$ cat config.mk
export PLATFORM = sky130hd
export DESIGN_NAME = ugbs_ram
export DESIGN_NICKNAME = d
export VERILOG_FILES = /design/src/hdl/ugbs_ram.sv
export SDC_FILE = /design/constraint.sdc
export NUM_CORES = 1
export LEC_CHECK = 0
export BUFFER_PORTS_ARGS = -buffer_cell sky130_fd_sc_hd__buf_2
export CAP_MARGIN = 20
export CORE_ASPECT_RATIO = 1.1
export CORE_MARGIN = 4
export CORE_UTILIZATION = 45
export CTS_CLUSTER_SIZE = 40
export DETAILED_ROUTE_END_ITERATION = 10
export GPL_TIMING_DRIVEN = 0
export PLACE_DENSITY = 0.74
export SYNTH_ARGS = -nofsm -noshare
export SYNTH_HDL_FRONTEND = slang
export SYNTH_SLANG_ARGS = --single-unit
$ cat constraint.sdc
create_clock -name clk -period 2.5 [get_ports clk]
set_clock_uncertainty 0.05 [all_clocks]
set_input_delay 0.5 -clock clk [delete_from_list [all_inputs] [get_ports clk]]
set_output_delay 0.5 -clock clk [all_outputs]
set_load 0.02 [all_outputs]
$ cat src/hdl/ugbs_ram.sv
module ugbs_ram #(
	parameter int unsigned WIDTH = 8,
	parameter int unsigned DEPTH = 16,
	localparam int unsigned ADDR_BITS = (DEPTH > 1) ? $clog2(DEPTH) : 1
) (
	input  logic                 clk,
	input  logic                 we,
	input  logic [ADDR_BITS-1:0] waddr,
	input  logic [WIDTH-1:0]     wdata,
	input  logic                 re,
	input  logic [ADDR_BITS-1:0] raddr,
	output logic [WIDTH-1:0]     rdata
);

	logic [WIDTH-1:0] mem_q [DEPTH];

	// One write port, one registered read port; a read of the address being
	// written returns the old word
	always_ff @(posedge clk) begin
		if (we) begin
			mem_q[waddr] <= wdata;
		end
		if (re) begin
			rdata <= mem_q[raddr];
		end
	end

endmodule

==> metrics.md, run 1 <==
| Metric | Value |
|---|---|
| Maximum vdd drop | 479 µV |
| Clock buffers created by TritonCTS | 17 |
| Xor/xnor share of the synthesized area | 0% |
| Hold WC Path Type | in2reg |
| Final cycle utilization of the critical path | 83.8% |
| Worst r2r path cells | 3 |
| Layout overhead on the synthesized area | 18.2% |
| Die Height | 121 µm |
| Layout cell share with drive strength beyond 1 | 30.0% |
| Instance count of the mapped netlist | 229 |
| Final hold violations | 0 |
| HPWL reported at the end of detailed placement | 6510 µm |
| Dpl cells | 408 |
| Number of unique standard cell types used by synthesis | 18 |
| Yosys reg bits | 136 |
| Post-synthesis compound-gate area fraction | 2.30% |
| Number of design-rule violations left by the first detailed-router iteration | 180 |
| Clk buf depth | 2 |
| Remaining number of nets flagged by the antenna check after routing | 0 |
| Achievable clock frequency | 477 MHz |
| Clock transition at the register clock pins on the worst setup and hold paths after CTS | 0.06 ns |
| TNS Setup | 0 ns |
| Library cell appearing most often on the critical path | sky130_fd_sc_hd__buf_2 |
| Number of antenna violations at the first check in global routing | 0 |
| Aggregate global routing overflow | 0 |
| Worst slew margin relative to its limit | 38.5% |
| Arrival @ worst endpoint | 2.15 ns |
| Reg2Reg Launch Point | mem_q[3][4]$_DFFE_PP_ |
| Area share of and/or/nand/nor cells after synthesis | 3.14% |
| Number of max-capacitance violations reported | 0 |
| Clock tree from TritonCTS | yes |
| Number of post-CTS setup repair buffers | 0 |
| Filler cell count in the final layout | 851 |
| Min Tclk post-route | 2.10 ns |
| Cell at the root of the clock tree | sky130_fd_sc_hd__clkbuf_16 |
| Post-route DRC | 0 |
| Routed WL | 10100 µm |
| Max-slew violation count | 0 |
| Worst-margin pin slew | 0.919 ns |
| Hold buffer count at CTS | 0 |
| Cell Area, Synth | 5230 µm² |
| Sequential-to-total area share from yosys stat | 78.1% |
| Number of clock sinks | 136 |
| Leakage | 2.07 nW |
| Type of the worst setup path | in2reg |
| Initial Utilization | 45.7% |
| I/O pin cnt | 27 |
| Mux cell area share after synthesis | 14.8% |
| # nets final | 296 |
| Total number of H-tree levels | 4 |
| Clock latency on the worst-skew pair | 0.41 ns |
| Width of the die | 111 µm |
| Standard-cell row count | 41 |
| GRT Util Overall | 16.5% |
| Antenna Cells | 0 |
| Worst hold path cell count | 1 |
| Wire per inst | 22.9 µm |
| Vias in the first global route | 2629 |
| Final number of setup-violating endpoints | 0 |
| Mean Syn Cell Area | 22.8 µm² |
| Syn_nets | 248 |
| Sort of element at the end of the critical path | register |
| Die area | 13400 µm² |
| Pre-Repair DR Iteration Count | 6 |
| Worst path slowest cell | sky130_fd_sc_hd__nor3_1 |
| CP required | 2.56 ns |
| Placer congestion estimate | 0.764 |
| Power density over cell area | 873 nW/µm² |
| RSZ-0062 raised after global routing | no |
| Vias after detailed routing | 2443 |
| Final cell count without fillers | 440 |
| Largest net degree at the start of global routing | 17 |
| CP startpoint kind | primary input |
| Power Total | 5.39 mW |
| Status | finished, final reports clean |
| Maximum fanout encountered on the critical timing path | 5 |
| Floorplan Core Area | 11400 µm² |
| Biggest cell delay along the critical path | 0.71 ns |
| Area share of fa/ha/maj cells after synthesis | 0% |
| Main combinational cell family by area after synthesis | multiplexers |
| Startpoint of the lowest-slack hold path | re |
| # port buffers | 25 |
| First-pass GRT wire length | 15500 µm |
| CP Cell Sequence | buf_2 > or3b_2 > nor3_1 > buf_2 |
| Yosys Warn Count | 0 |
| Number of vias per cell | 5.55 |
| Number of gates resized after CTS | 0 |
| Startpoint of the most critical setup path | waddr[2] |
-- flip-flops by register name, summed over array words and instances, names as in the netlist --
signal,flops
mem_q,128
rdata,8
-- critical path: cells and delay by family --
family | cells | cell delay, ns
buffers and inverters | 2 | 0.43
and+or+nand+nor | 2 | 1.22
-- layout make-up --
| type | instances | area, µm² | area share (%) |
|---|---|---|---|
| buffer | 10 | 86.3 | 1.40 |
| clock inverter | 14 | 180 | 2.92 |
| sequential | 136 | 4080 | 66.1 |
| timing repair buffer | 29 | 153 | 2.47 |
| tap | 150 | 188 | 3.04 |
| multi-input combinational | 83 | 1060 | 17.1 |
| clock buffer | 18 | 429 | 6.95 |
-- synth_stat cells (all sizes together) --
cell type      number  area [µm²]
a22oi              16         120
and2                1        6.26
mux4               32         773
nand2               9        33.8
clkdlybuf4s25       3        30.0
or3b                1        8.76
edfxtp            136        4080
and2b               1        7.51
nand3               1        5.00
nor2               13        48.8
buf                 7        56.3
nand2b              2        12.5
nor2b               1        6.26
nand3b              2        15.0
nor3                4        20.0
-- metal layers --
layer	global-route usage (%)	vias to the layer above	part of all wire [%]
li1	-	1075	-
met1	19.7	1238	38
met2	27.2	112	52
met3	5.39	18	7.6
met4	8.01	0	2.3
met5	0	-	0
-- layout by cell type, fill, tap and decap left out --
cell	netlist	routed
sky130_fd_sc_hd__buf_2	3	29
sky130_fd_sc_hd__nor2_1	13	13
sky130_fd_sc_hd__clkdlybuf4s25_2	3	3
sky130_fd_sc_hd__nor3_1	4	4
sky130_fd_sc_hd__mux4_2	18	18
sky130_fd_sc_hd__clkinvlp_4	0	2
sky130_fd_sc_hd__a22oi_1	16	16
sky130_fd_sc_hd__clkinv_2	0	4
sky130_fd_sc_hd__edfxtp_1	136	136
sky130_fd_sc_hd__clkbuf_1	0	1
sky130_fd_sc_hd__clkbuf_16	0	17
sky130_fd_sc_hd__buf_6	3	3
sky130_fd_sc_hd__clkinv_1	0	2
sky130_fd_sc_hd__buf_4	1	4
sky130_fd_sc_hd__nand2_1	9	9
sky130_fd_sc_hd__and2_1	1	1
sky130_fd_sc_hd__or3b_2	1	1
sky130_fd_sc_hd__mux4_1	14	14
sky130_fd_sc_hd__clkinv_4	0	1
sky130_fd_sc_hd__and2b_1	1	1
sky130_fd_sc_hd__nand3b_1	2	2
sky130_fd_sc_hd__bufinv_16	0	4
sky130_fd_sc_hd__nand2b_1	2	2
sky130_fd_sc_hd__inv_6	0	1
sky130_fd_sc_hd__nor2b_1	1	1
sky130_fd_sc_hd__nand3_1	1	1
-- where the power goes --
| part | switching [mW] | total, mW | internal, mW |
|---|---|---|---|
| sequential | 0.0117 | 2.58 | 2.57 |
| clock | 0.908 | 2.56 | 1.66 |
| combinational | 0.148 | 0.248 | 0.0999 |
-- logic make-up after synthesis --
group	count (synthesis)
buf+inv	10
mux	32
simple gates	35
compound gates	16
flops	136
-- stage by stage --
| stage | cell area [µm²] | utilization [%] | hold slack, ns | setup slack, ns |
|---|---|---|---|---|
| after global placement | 5540 | 48.4 | 0.682 | -0.186 |
| after CTS | 6180 | 54.0 | 0.398 | 0.410 |
| after global routing | 6180 | 54.0 | 0.394 | 0.294 |
| after floorplan | 5230 | - | 0.549 | 0.457 |
| final | 6180 | 54.0 | 0.409 | 0.405 |
| after detailed placement | 5570 | 48.7 | 0.698 | -0.0196 |
-- path summary, 6_finish.rpt --
kind,slack (ns),end
worst max-delay path,0.40,mem_q[0][7]$_DFFE_PP_
worst min register to register,0.72,rdata[2]$_DFFE_PP_
worst max register to register,0.89,rdata[4]$_DFFE_PP_
worst min-delay path,0.41,rdata[2]$_DFFE_PP_
Power figures use the tool's default switching activity.
==> run 2, diff against run 1 <==
PLACE_DENSITY = 0.76   (was 0.74)
clock period = 1.9 ns   (was 2.5 ns; I/O delays follow)
==> run 2 against run 1 <==
  * Worst setup slack worse by 0.20 ns
  * Combinational power is 33% higher
  * Die area stayed put
  * Highest routed layer unchanged
  * Critical path type unchanged
==> metrics.md, run 2 (synthesized netlist as in run 1, its figures left out) <==
| Metric | Value |
|---|---|
| Sort of element at the end of the critical path | register (unchanged) |
| Antenna Cells | 0 (unchanged) |
| Pre-Repair DR Iteration Count | 4 (was 6) |
| Largest registers ranked by flip-flop count | mem_q: 128 flops, rdata: 8 flops (unchanged) |
| First-pass GRT wire length | 14800 µm (was 15500 µm) |
| CP required | 1.89 ns (was 2.56 ns) |
| RSZ-0062 raised after global routing | no (unchanged) |
| Initial Utilization | 45.7% (unchanged) |
| Worst hold path cell count | 1 (unchanged) |
| Sequential standard cell area | 4080 µm² (unchanged) |
| Clock buffers created by TritonCTS | 17 (unchanged) |
| Hold WC Path Type | in2reg (unchanged) |
| Area used by multi-input combinational logic | 1060 µm² (about the same) |
| Power dissipated by switching net loads | 1.37 mW (was 1.07 mW) |
| Min Tclk post-route | 1.69 ns |
| Achievable clock frequency | 592 MHz |
| Worst-margin pin slew | 0.812 ns (was 0.919 ns) |
| Number of design-rule violations left by the first detailed-router iteration | 280 (was 180) |
| Layout overhead on the synthesized area | 17.6% (was 18.2%) |
| Final cell count without fillers | 439 (was 440) |
| Worst hold-check slack | 0.244 ns (was 0.409 ns) |
| Standard-cell row count | 41 (unchanged) |
| Placer congestion estimate | 0.778 (was 0.764) |
| Number of gates resized after CTS | 0 (unchanged) |
| Width of the die | 111 µm (unchanged) |
| GRT Util Overall | 15.7% (was 16.5%) |
| HPWL reported at the end of detailed placement | 6260 µm (was 6510 µm) |
| I/O pin cnt | 27 (unchanged) |
| Floorplan Core Area | 11400 µm² (unchanged) |
| Worst r2r path cells | 3 (unchanged) |
| Number of vias per cell | 5.67 (was 5.55) |
| Maximum vdd drop | 694 µV (was 479 µV) |
| Vias after detailed routing | 2488 (was 2443) |
| Maximum fanout encountered on the critical timing path | 8 (was 5) |
| Routed WL | 9630 µm (was 10100 µm) |
| Total number of H-tree levels | 4 (unchanged) |
| Sw frac | 19.7% (was 19.8%) |
| Filler cell count in the final layout | 832 (was 851) |
| R2R setup slack | 0.27 ns (was 0.89 ns) |
| Final cycle utilization of the critical path | 89.0% |
| Power density over cell area | 1120 nW/µm² (was 873 nW/µm²) |
| Largest net degree at the start of global routing | 17 (unchanged) |
| Number of antenna violations at the first check in global routing | 0 (unchanged) |
| Sequential share of power | 49.1% (was 47.9%) |
| Max-slew violation count | 0 (unchanged) |
| Die Height | 121 µm (unchanged) |
| Most common cell after layout, fill and taps aside | sky130_fd_sc_hd__edfxtp_1 (unchanged) |
| Post-route DRC | 0 (unchanged) |
| Most frequent cells in the layout | 136 x sky130_fd_sc_hd__edfxtp_1, 30 x sky130_fd_sc_hd__buf_2, 18 x sky130_fd_sc_hd__mux4_2, 17 x sky130_fd_sc_hd__clkbuf_16, 16 x sky130_fd_sc_hd__a22oi_1 (was 136 x sky130_fd_sc_hd__edfxtp_1, 29 x sky130_fd_sc_hd__buf_2, 18 x sky130_fd_sc_hd__mux4_2, 17 x sky130_fd_sc_hd__clkbuf_16, 16 x sky130_fd_sc_hd__a22oi_1) |
| Biggest register | mem_q (unchanged) |
| FF-to-FF End | rdata[1]$_DFFE_PP_ (was rdata[4]$_DFFE_PP_) |
| Arrival @ worst endpoint | 1.68 ns (was 2.15 ns) |
| Type of the worst setup path | in2reg (unchanged) |
| Fraction of power consumed by the clock network | 46.1% (was 47.5%) |
| Final number of setup-violating endpoints | 0 (unchanged) |
| CP startpoint kind | primary input (unchanged) |
| # port buffers | 25 (unchanged) |
| Clock latency on the worst-skew pair | 0.41 ns (about the same) |
| Vias in the first global route | 2583 (was 2629) |
| Die area | 13400 µm² (unchanged) |
| Worst min-delay path endpoint | rdata[7]$_DFFE_PP_ (was rdata[2]$_DFFE_PP_) |
| Startpoint of the lowest-slack hold path | re (unchanged) |
| # nets final | 295 (was 296) |
| Cell at the root of the clock tree | sky130_fd_sc_hd__clkbuf_16 (unchanged) |
| TNS Setup | 0 ns (unchanged) |
| Layout cell share with drive strength beyond 1 | 30.1% (was 30.0%) |
| Aggregate global routing overflow | 0 (unchanged) |
| Power Total | 6.91 mW (was 5.39 mW) |
| Cell-internal power | 5.55 mW (was 4.33 mW) |
| Utilization after layout | 53.7% (was 54.0%) |
| Number of post-CTS setup repair buffers | 0 (unchanged) |
| Number of max-capacitance violations reported | 0 (unchanged) |
| Logic gate share of total power | 4.8% (was 4.6%) |
| Remaining number of nets flagged by the antenna check after routing | 0 (unchanged) |
| Final hold violations | 0 (unchanged) |
| Number of clock sinks | 136 (unchanged) |
| Number of flip-flops under the largest register name | 128 (unchanged) |
| Wire per inst | 21.9 µm (was 22.9 µm) |
| Clk buf depth | 2 (unchanged) |
| Dpl cells | 407 (was 408) |
| Leakage | 2.05 nW (was 2.07 nW) |
| Reg2Reg Launch Point | mem_q[5][1]$_DFFE_PP_ (was mem_q[3][4]$_DFFE_PP_) |
| Hold buffer count at CTS | 0 (unchanged) |
| Clock tree from TritonCTS | yes (unchanged) |
| Status | finished, final reports clean (unchanged) |
| Worst slew margin relative to its limit | 45.7% (was 38.5%) |
| Clock transition at the register clock pins on the worst setup and hold paths after CTS | 0.06 ns (about the same) |
## run 2: critical path, cell delays in order
cell and delay, ns:
sky130_fd_sc_hd__buf_2 0.12, sky130_fd_sc_hd__or3b_2 0.53, sky130_fd_sc_hd__nor2_1 0.65
## run 2: per-layer routing
layer  up-vias  track usage, %  part of all wire, %
li1       1074               -                    -
met5         -               0                    0
met4         0            8.08                  2.0
met3        17            3.94                  6.6
met2       118            25.5                   52
met1      1279            19.7                   40
## run 2: how the worst max path moves through the flow
stage / from / end / slack [ns] / cells after the start
detailed placement: waddr[2] / mem_q[0][1]$_DFFE_PP_ / -0.22 / 3
global route: waddr[2] / mem_q[3][1]$_DFFE_PP_ / 0.13 / 3
floorplan: raddr[0] / rdata[1]$_DFFE_PP_ / 0.19 / 5
global placement: waddr[2] / mem_q[8][3]$_DFFE_PP_ / -0.30 / 3
finish: waddr[2] / mem_q[3][7]$_DFFE_PP_ / 0.21 / 3
CTS: waddr[2] / mem_q[2][0]$_DFFE_PP_ / 0.21 / 3
## run 2: stage by stage
step                      instance area, µm²  setup slack (ns)
after CTS                               6150             0.213
after global placement                  5550            -0.305
after detailed placement                5560            -0.221
after floorplan                         5230             0.188
final                                   6150             0.209
after global routing                    6150             0.125
## run 2: cell type report
cell class,count,share of cell area (%)
Sequential cell,136,66.4
Tap cell,150,3.05
Clock inverter,15,2.60
Multi-Input combinational cell,83,17.3
Clock buffer,17,6.92
Timing Repair Buffer,28,2.32
Buffer,10,1.40
## run 2: power by group through the flow
stage | combinational, mW | clock (mW) | sequential (mW)
CTS | 0.333 | 3.22 | 3.40
global route | 0.357 | 3.36 | 3.40
finish | 0.330 | 3.19 | 3.40
global placement | 0.321 | 0 | 3.45
detailed placement | 0.331 | 0 | 3.46
floorplan | 0.171 | 0 | 3.47
==> run 3, diff against run 2 <==
PLACE_DENSITY = 0.74   (was 0.76)
clock period = 1.7 ns   (was 1.9 ns; I/O delays follow)
==> run 3 against run 2 <==
  * Sequential power up 12%
  * Clock-buffer cell count unchanged
  * Critical path depth unchanged
  * Non-clock buffer count unchanged
  * Via count down 2.9%
  * Largest power group is now the clock network
  * Design area up 0.81%
  * Worst setup slack worse by 0.21 ns
==> metrics.md, run 3 (synthesized netlist as in run 1, its figures left out) <==
| Metric | Value |
|---|---|
| Status | finished, final reports clean (unchanged) |
| Number of design-rule violations left by the first detailed-router iteration | 227 (was 280) |
| Reg2Reg Launch Point | mem_q[5][0]$_DFFE_PP_ (was mem_q[5][1]$_DFFE_PP_) |
| Number of flip-flops under the largest register name | 128 (unchanged) |
| Clock latency on the worst-skew pair | 0.41 ns (about the same) |
| Most frequent cells in the layout | 136 x sky130_fd_sc_hd__edfxtp_1, 29 x sky130_fd_sc_hd__buf_2, 18 x sky130_fd_sc_hd__mux4_2, 17 x sky130_fd_sc_hd__clkbuf_16, 16 x sky130_fd_sc_hd__a22oi_1 (was 136 x sky130_fd_sc_hd__edfxtp_1, 30 x sky130_fd_sc_hd__buf_2, 18 x sky130_fd_sc_hd__mux4_2, 17 x sky130_fd_sc_hd__clkbuf_16, 16 x sky130_fd_sc_hd__a22oi_1) |
| Initial Utilization | 45.7% (unchanged) |
| Width of the die | 111 µm (unchanged) |
| # nets final | 295 (unchanged) |
| CP required | 1.68 ns (was 1.89 ns) |
| Clock tree from TritonCTS | yes (unchanged) |
| Utilization after layout | 54.2% (was 53.7%) |
| Die area | 13400 µm² (unchanged) |
| Wire per inst | 21.5 µm (was 21.9 µm) |
| Max-slew violation count | 0 (unchanged) |
| FF-to-FF End | rdata[0]$_DFFE_PP_ (was rdata[1]$_DFFE_PP_) |
| Post-route DRC | 0 (unchanged) |
| Placed instance area | 5570 µm² (was 5560 µm²) |
| Maximum fanout encountered on the critical timing path | 8 (unchanged) |
| Worst-margin pin slew | 0.869 ns (was 0.812 ns) |
| Arrival @ worst endpoint | 1.68 ns (about the same) |
| Clk buf depth | 2 (unchanged) |
| Hold buffer count at CTS | 0 (unchanged) |
| Antenna Cells | 0 (unchanged) |
| Vias in the first global route | 2518 (was 2583) |
| CP startpoint kind | primary input (unchanged) |
| Worst hold-check slack | 0.208 ns (was 0.244 ns) |
| Standard-cell row count | 41 (unchanged) |
| Number of clock sinks | 136 (unchanged) |
| Min Tclk post-route | 1.70 ns |
| Biggest cell delay along the critical path | 0.69 ns (was 0.65 ns) |
| Total number of H-tree levels | 4 (unchanged) |
| Cell at the root of the clock tree | sky130_fd_sc_hd__clkbuf_16 (unchanged) |
| GRT Util Overall | 15.1% (was 15.7%) |
| Floorplan Core Area | 11400 µm² (unchanged) |
| HPWL reported at the end of detailed placement | 6130 µm (was 6260 µm) |
| Layout cell share with drive strength beyond 1 | 30.4% (was 30.1%) |
| Number of gates resized after CTS | 0 (unchanged) |
| Critical path destination | mem_q[2][1]$_DFFE_PP_ (was mem_q[3][7]$_DFFE_PP_) |
| Largest registers ranked by flip-flop count | mem_q: 128 flops, rdata: 8 flops (unchanged) |
| Routed WL | 9440 µm (was 9630 µm) |
| TNS Setup | 0 ns (unchanged) |
| Power Total | 8.03 mW (was 6.91 mW) |
| CP Cell Sequence | buf_2 > or3b_2 > nor2_1 (unchanged) |
| Leakage | 2.07 nW (was 2.05 nW) |
| Placer congestion estimate | 0.769 (was 0.778) |
| Layout overhead on the synthesized area | 18.6% (was 17.6%) |
| Biggest register | mem_q (unchanged) |
| Type of the worst setup path | in2reg (unchanged) |
| First-pass GRT wire length | 14400 µm (was 14800 µm) |
| Clock transition at the register clock pins on the worst setup and hold paths after CTS | 0.05 ns (was 0.06 ns) |
| I/O pin cnt | 27 (unchanged) |
| Worst r2r path cells | 3 (unchanged) |
| Achievable clock frequency | 588 MHz |
| Remaining number of nets flagged by the antenna check after routing | 0 (unchanged) |
| Vias after detailed routing | 2417 (was 2488) |
| Clock buffers created by TritonCTS | 17 (unchanged) |
| R2R setup slack | 0.08 ns (was 0.27 ns) |
| Post-Layout Inst Area | 6200 µm² (was 6150 µm²) |
| Worst hold path cell count | 1 (unchanged) |
| Most common cell after layout, fill and taps aside | sky130_fd_sc_hd__edfxtp_1 (unchanged) |
| Worst path slowest cell | sky130_fd_sc_hd__nor2_1 (unchanged) |
| Final number of setup-violating endpoints | 0 (unchanged) |
| RSZ-0062 raised after global routing | yes (was no) |
| Final cycle utilization of the critical path | 100% |
| Number of max-capacitance violations reported | 0 (unchanged) |
| Die Height | 121 µm (unchanged) |
| Worst slew margin relative to its limit | 41.8% (was 45.7%) |
| Final hold violations | 0 (unchanged) |
| Hold WC Path Type | in2reg (unchanged) |
| Aggregate global routing overflow | 0 (unchanged) |
| Number of vias per cell | 5.51 (was 5.67) |
| Power density over cell area | 1300 nW/µm² (was 1120 nW/µm²) |
| Maximum vdd drop | 616 µV (was 694 µV) |
| Number of post-CTS setup repair buffers | 0 (unchanged) |
| Startpoint of the most critical setup path | waddr[2] (unchanged) |
| # port buffers | 25 (unchanged) |
| Number of antenna violations at the first check in global routing | 0 (unchanged) |
| Sort of element at the end of the critical path | register (unchanged) |
| Pre-Repair DR Iteration Count | 5 (was 4) |
| Largest net degree at the start of global routing | 17 (unchanged) |
[run 3: changes by cell type in the layout (fill, tap and decap cells not counted), sizes merged]
cell / delta
clkinv: -2
bufinv: +2
[run 3: layout make-up]
cell class                      instances  area, µm²
Fill cell                             848       5240
Sequential cell                       136       4080
Multi-Input combinational cell         83       1060
Clock buffer                           17        425
Clock inverter                         15        208
Tap cell                              150        188
Timing Repair Buffer                   28        145
Buffer                                 10       86.3
[run 3: where the power goes]
group	leakage, nW	internal (mW)	total, mW	switching (mW)
clock network	0.300	2.58	3.87	1.30
registers	1.24	3.78	3.80	0.0155
logic	0.535	0.147	0.367	0.220
total	2.07	6.50	8.03	1.53
[run 3: worst min path at each step]
stage	slack [ns]	startpoint	end
3_3_place_gp	0.62	re	rdata[1]$_DFFE_PP_
3_5_place_dp	0.63	re	rdata[1]$_DFFE_PP_
4_1_cts	0.20	re	rdata[3]$_DFFE_PP_
2_1_floorplan	0.39	wdata[0]	mem_q[0][0]$_DFFE_PP_
6_report	0.21	re	rdata[3]$_DFFE_PP_
5_1_grt	0.21	re	rdata[0]$_DFFE_PP_
[run 3: through the flow]
step | setup slack, ns | instances
floorplan | 0.0276 | 229
detailed placement | -0.395 | 407
global placement | -0.461 | 404
finish | 0.000377 | 439
CTS | 0.0273 | 439
global route | -0.0278 | 439
[run 3: routing by layer]
| metal | GRT usage, % | vias to the layer above | share of wire [%] |
|---|---|---|---|
| li1 | - | 1070 | - |
| met2 | 24.0 | 88 | 51 |
| met4 | 7.47 | 0 | 0.57 |
| met3 | 3.94 | 4 | 6.9 |
| met5 | 0 | - | 0 |
| met1 | 19.6 | 1255 | 41 |
[run 3: worst max-delay path, delay by kind of cell]
kind / cells / cell delay [ns]
and+or+nand+nor: 2 / 1.22
buffers and inverters: 1 / 0.11
